## config.mk

```make
export PLATFORM = sky130hd
export DESIGN_NAME = cpsu_queue
export DESIGN_NICKNAME = d
export VERILOG_FILES = /design/src/rtl/core/cpsu_pkg.sv /design/src/rtl/core/cpsu_queue.sv
export SDC_FILE = /design/constraint.sdc
export NUM_CORES = 1
export LEC_CHECK = 0
export BUFFER_PORTS_ARGS = -buffer_cell sky130_fd_sc_hd__buf_4
export CAP_MARGIN = 0
export CORE_MARGIN = 2
export CORE_UTILIZATION = 50
export CTS_CLUSTER_DIAMETER = 80
export CTS_CLUSTER_SIZE = 40
export DETAILED_ROUTE_END_ITERATION = 12
export GPL_ROUTABILITY_DRIVEN = 0
export PLACE_DENSITY = 0.8
export SKIP_CTS_REPAIR_TIMING = 1
export SYNTH_ARGS = -nofsm -noshare
export SYNTH_HDL_FRONTEND = slang
export SYNTH_SLANG_ARGS = --single-unit
```

## constraint.sdc

```tcl
create_clock -name clk -period 10.8 [get_ports clk]
set_clock_uncertainty 0.2 [all_clocks]
set_input_delay 2.16 -clock clk [delete_from_list [all_inputs] [get_ports clk]]
set_output_delay 2.16 -clock clk [all_outputs]
set_load 0.1 [all_outputs]
```

## src/rtl/core/cpsu_pkg.sv

```systemverilog
`timescale 1ns / 1ps

package cpsu_pkg;

    // Command codes
    localparam logic [1:0] MODE_ENTER = 2'd0;
    localparam logic [1:0] MODE_LEAVE = 2'd1;
    localparam logic [1:0] MODE_FRAME = 2'd2;
    localparam logic [1:0] MODE_READ  = 2'd3;

    // Status codes
    localparam logic [1:0] ST_OK         = 2'd0;
    localparam logic [1:0] ST_STACK_EMPT = 2'd1;
    localparam logic [1:0] ST_STACK_FULL = 2'd2;
    localparam logic [1:0] ST_TABLE_FULL = 2'd3;

    // Depth of the queue between front and back
    localparam int QUEUE_DEPTH = 2;

    typedef struct packed {
        logic [1:0]  mode;
        logic [47:0] timestamp;
        logic [15:0] func_id;
        logic [4:0]  entry_index;
    } cmd_t;

    typedef struct packed {
        logic [1:0]  status;
        logic        entry_valid;
        logic [15:0] entry_func_id;
        logic [31:0] call_count;
        logic [63:0] total_cycles;
        logic [47:0] min_cycles;
        logic [47:0] max_cycles;
        logic [47:0] elapsed_cycles;
        logic [63:0] grand_total_cycles;
    } result_t;

    // Classified item passed from front to back
    typedef struct packed {
        logic [1:0]  mode;
        logic [1:0]  status;
        logic [15:0] func_id;
        logic [63:0] elapsed;
        logic [4:0]  entry_index;
    } qent_t;

    typedef enum logic {
        F_IDLE,
        F_POP
    } front_state_t;

    typedef enum logic [1:0] {
        B_IDLE,
        B_LOOK,
        B_UPD
    } back_state_t;

    function automatic logic [63:0] sat_add64(logic [63:0] a, logic [63:0] b);
        logic [64:0] s;
        s = {1'b0, a} + {1'b0, b};
        return s[64] ? '1 : s[63:0];
    endfunction

endpackage

```

## src/rtl/core/cpsu_queue.sv

```systemverilog
`timescale 1ns / 1ps

module cpsu_queue
(
    input  logic            clk,
    input  logic            rst_n,
    input  logic            push,
    input  cpsu_pkg::qent_t push_data,
    input  logic            pop,
    output cpsu_pkg::qent_t pop_data,
    output logic            full,
    output logic            empty
);
    localparam int PTR_W = $clog2(cpsu_pkg::QUEUE_DEPTH);
    localparam int CNT_W = $clog2(cpsu_pkg::QUEUE_DEPTH + 1);

    cpsu_pkg::qent_t  entries_reg [cpsu_pkg::QUEUE_DEPTH];
    logic [PTR_W-1:0] wr_ptr_reg, wr_ptr_next;
    logic [PTR_W-1:0] rd_ptr_reg, rd_ptr_next;
    logic [CNT_W-1:0] count_reg, count_next;

    assign full     = (count_reg == CNT_W'(cpsu_pkg::QUEUE_DEPTH));
    assign empty    = (count_reg == '0);
    assign pop_data = entries_reg[rd_ptr_reg];

    // pointer and fill count update
    always_comb
    begin
        wr_ptr_next = wr_ptr_reg;
        rd_ptr_next = rd_ptr_reg;
        count_next  = count_reg;
        if (push)
        begin
            wr_ptr_next = (wr_ptr_reg == PTR_W'(cpsu_pkg::QUEUE_DEPTH - 1)) ? '0
                                                                           : wr_ptr_reg + 1'b1;
        end
        if (pop)
        begin
            rd_ptr_next = (rd_ptr_reg == PTR_W'(cpsu_pkg::QUEUE_DEPTH - 1)) ? '0
                                                                           : rd_ptr_reg + 1'b1;
        end
        if (push && !pop)
        begin
            count_next = count_reg + 1'b1;
        end
        else if (pop && !push)
        begin
            count_next = count_reg - 1'b1;
        end
    end

    always_ff @(posedge clk or negedge rst_n)
    begin
        if (!rst_n)
        begin
            wr_ptr_reg <= '0;
            rd_ptr_reg <= '0;
            count_reg  <= '0;
        end
        else
        begin
            wr_ptr_reg <= wr_ptr_next;
            rd_ptr_reg <= rd_ptr_next;
            count_reg  <= count_next;
        end
    end

    // storage
    always_ff @(posedge clk)
    begin
        if (push)
        begin
            entries_reg[wr_ptr_reg] <= push_data;
        end
    end

endmodule

```

# Yosys cells after proc, flatten, opt, wreduce, memory -nomap -nowiden
# Memory sizes are Yosys's and may differ from the RTL's.
# Index checks and enable logic that the tools add are counted.
[word_totals]
word_cells = 21
output_inout_bits = 91
memories = 1
ramBits = 178
ff_bits = 4
[mem_list]
columns = ["name", "words", "word_bits", "rd", "rd_clocked_by_memory_dff", "wr", "line", "text"]
rows = [
  ["entries_reg", 2, 89, 1, 0, 1, "cpsu_queue.sv:17", "cpsu_pkg::qent_t entries_reg [cpsu_pkg::QUEUE_DEPTH];"],
]
[op_classes]
addsub = 4
n_mux = 6
reduce_logical = 6
n_eq_ne = 1
[ops]
columns = ["cell", "n"]
rows = [
  ["2-to-1 mux 1 bit", 4],
  ["2-to-1 mux 2 bit", 2],
  ["adder 1 bit (second input constant)", 2],
  ["adder 2 x 1 -> 2 bit (second input constant)", 1],
  ["equality test 2 bit (second input constant)", 1],
  ["logical AND 1 bit", 2],
  ["zero test 1 bit", 2],
  ["zero test 2 bit", 1],
  ["nonzero test 2 bit", 1],
  ["subtractor 2 x 1 -> 2 bit (second input constant)", 1],
]

# Logic depth before layout (Yosys ltp)
[logic_depth]
depth_word = 4
depth_mapped = 5

# Worst setup path before layout
# OpenSTA, ideal clock, no wires.
[synth_timing]
path_type = "input -> register"
startpoint = "in push"
endpoint = "mem entries_reg[0][0] (netlist name) (enable)"
setup_time_ps = 548
path_stages = 1
path_buffers = 0
arrival_time_ps = 6042
slack_ps = 4010
cell_sequence = "nor2b_1"
[synth_between]
elab_chain_len = 2
[synth_rtl]
columns = ["item", "line", "text"]
rows = [
  ["start, declared", "cpsu_queue.sv:7", "input logic push,"],
  ["2-to-1 mux 1 bit", "cpsu_queue.sv:71", "if (push)"],
  ["2-to-1 mux 1 bit (implied by the code)", "cpsu_queue.sv:73", "entries_reg[wr_ptr_reg] <= push_data;"],
  ["end, declared", "cpsu_queue.sv:17", ""],
]
# No other way between the ends.

==> impl_metrics.tcl <==
set metrics [dict create \
    ys.flop_type "edfxtp_1" \
    start_util_pct 50.76 \
    tns_ps 0 \
    synth-seq-cells 182 \
    die_y_um 119.5 \
    nets 582 \
    synth_area_leaders "edfxtp_1, mux2_2, clkbuf_8, dfrtp_1, xor2_1" \
    crit_chain "mux2_2, buf_4" \
    clkLatencyLatePin_ps 420 \
    firstDrtPassIters 4 \
    vias_per_cell 4.972 \
    fmax_mhz 208.9 \
    synthMostInstantiatedCell "edfxtp_1" \
    crit_slowest_cell "dfrtp_4" \
    rsz0062_at_grt "no" \
    top_layer "met4" \
    wl_met3_um 792 \
    maxSlewViolCount 0 \
    min_period_over_period_pct 44.32 \
    ys_seq_area_share_pct 81.65 \
    crit_type "flop to output port" \
    cap_viol_max_count 0 \
    cp.arrival_ps 2430 \
    hold_class "flop to flop" \
    wl_per_cell_um 17.28 \
    ys_top_cells_by_count "edfxtp_1, mux2_2, clkbuf_8, dfrtp_1, xor2_1" \
    die_width_um 119.5 \
    cts_root_buf "clkbuf_16" \
    fillers 919 \
    drtIter0Drc 183 \
    synthArstFlopShare_pct 2.198 \
    cts.htree.levels 4 \
    die-area_sq_um 14280 \
    largest_reg_flops 178 \
    synth.top_cell.area_share_pct 80.15 \
    vias 3366 \
    cts_buffers 17 \
    dp_hpwl_um 7609 \
    critical_path.top_delay_family "flip-flops" \
    row_count 42 \
    relSlewSlack_pct 17.50 \
    overflow 0 \
    grt_usage_pct 17.18 \
    synthDistinctLibCells 12 \
    postRouteAntennaNets 0 \
    status "completed" \
    required_ps 8440 \
    setup_viol 0 \
    hold_viol 0 \
    synth_warnings 0 \
    numClockSinks 182 \
    area_delta_synth_final_pct 31.39 \
    crit_buf_inv 1 \
    drt-met1-wl_um 4657 \
    layout-drive-gt1-share_pct 60.68 \
    start_kind "flop" \
    grt_pass1_wl_um 18330 \
    cts_tree "done" \
    worstMarginPinSlew_ps 1237 \
    max_stage_delay_ps 1210 \
    syn-cell-area_sq_um 6669 \
    grt_max_degree 91 \
    synth_cells 293 \
    antenna_found_initial 0 \
    synth_area_leader_cell "edfxtp_1" \
    endpoint_kind "output port" \
    design.core.area_sq_um 13140 \
    num_io_pins 184 \
    n_antenna_cell 0 \
    drc 0 \
    routed_wl_um 11700 \
    wl_met2_um 6082 \
    crit_fanout 90 \
    finalCriticalPeriod_ps 4787 \
    synth_edf_count 178 \
    clkTransAtPathRegs_ps 60 \
    synthesis.nets 387 \
    grt_pass1_vias 3656 \
    syn_avg_cell_area_sq_um 22.76 \
    cts_buffer_depth 2 \
    io_buffers 183 \
]
-- worst paths after layout --
check,start,end,slack (ps),depth (start not counted)
setup / recovery,rd_ptr_reg,pop_data[1],6010,2
hold / removal,count_reg[1],count_reg[1],330,1
setup reg to reg,wr_ptr_reg,entries_reg[1][43],8570,2
hold reg to reg,count_reg[1],count_reg[1],330,1
max in group asynchronous,rst_n,rd_ptr_reg,8970,1
min in group asynchronous,rst_n,rd_ptr_reg,1320,1
-- layout make-up --
| type | count | area (sq um) | area share [%] |
|---|---|---|---|
| timing repair buffer | 186 | 1396 | 15.94 |
| inverter | 1 | 3.754 | 0.04284 |
| clock inverter | 10 | 153.9 | 1.756 |
| sequential | 182 | 5449 | 62.19 |
| multi-input combinational | 100 | 1095 | 12.49 |
| tap | 176 | 220.2 | 2.513 |
| clock buffer | 22 | 444.2 | 5.069 |
-- layout by cell type (no fill, tap or decap), types with 2 or more instances in the layout --
master / Yosys / routed
nor2_1: 2 / 2
buf_4: 0 / 186
clkbuf_16: 0 / 17
clkbuf_1: 0 / 5
mux2_2: 89 / 89
edfxtp_1: 178 / 178
clkinv_2: 0 / 3
dfrtp_1: 4 / 3
bufinv_16: 0 / 4
clkinvlp_4: 0 / 2
xor2_1: 4 / 4
-- layer usage --
metal	vias to the layer above	global-route usage (%)
met4	0	6.985
met5	-	0
met1	1676	19.97
met3	16	7.034
li1	1553	-
met2	121	28.43
-- worst register-to-register path, delay by kind of cell (launching register included) --
kind | cells | cell delay [ps]
buffers and inverters | 1 | 620
AND/OR/NAND/NOR | 1 | 570
flip-flops | 1 | 420
-- metrics by stage --
stage	cell area (sq um)	std cells	utilization (%)	hold WS [ps]	setup slack [ps]
2_1_floorplan	6669	293	-	255.5	4010
3_5_place_dp	8164	645	62.14	299.8	6491
5_1_grt	8762	677	66.70	354.5	5944
3_3_place_gp	8164	645	62.14	274.0	6503
6_report	8762	677	66.70	330.2	6013
4_1_cts	8762	677	66.70	323.9	6034
-- cell families after synthesis --
group	share of synthesized area [%]
buf+inv	2.083
flops	81.65
fa+ha+maj	0.1876
xor+xnor	0.6566
mux	15.03
simple gates	0.3941
Power is not shown: default switching activity piles up to over one toggle a cycle in this logic, so the estimate is an artifact.
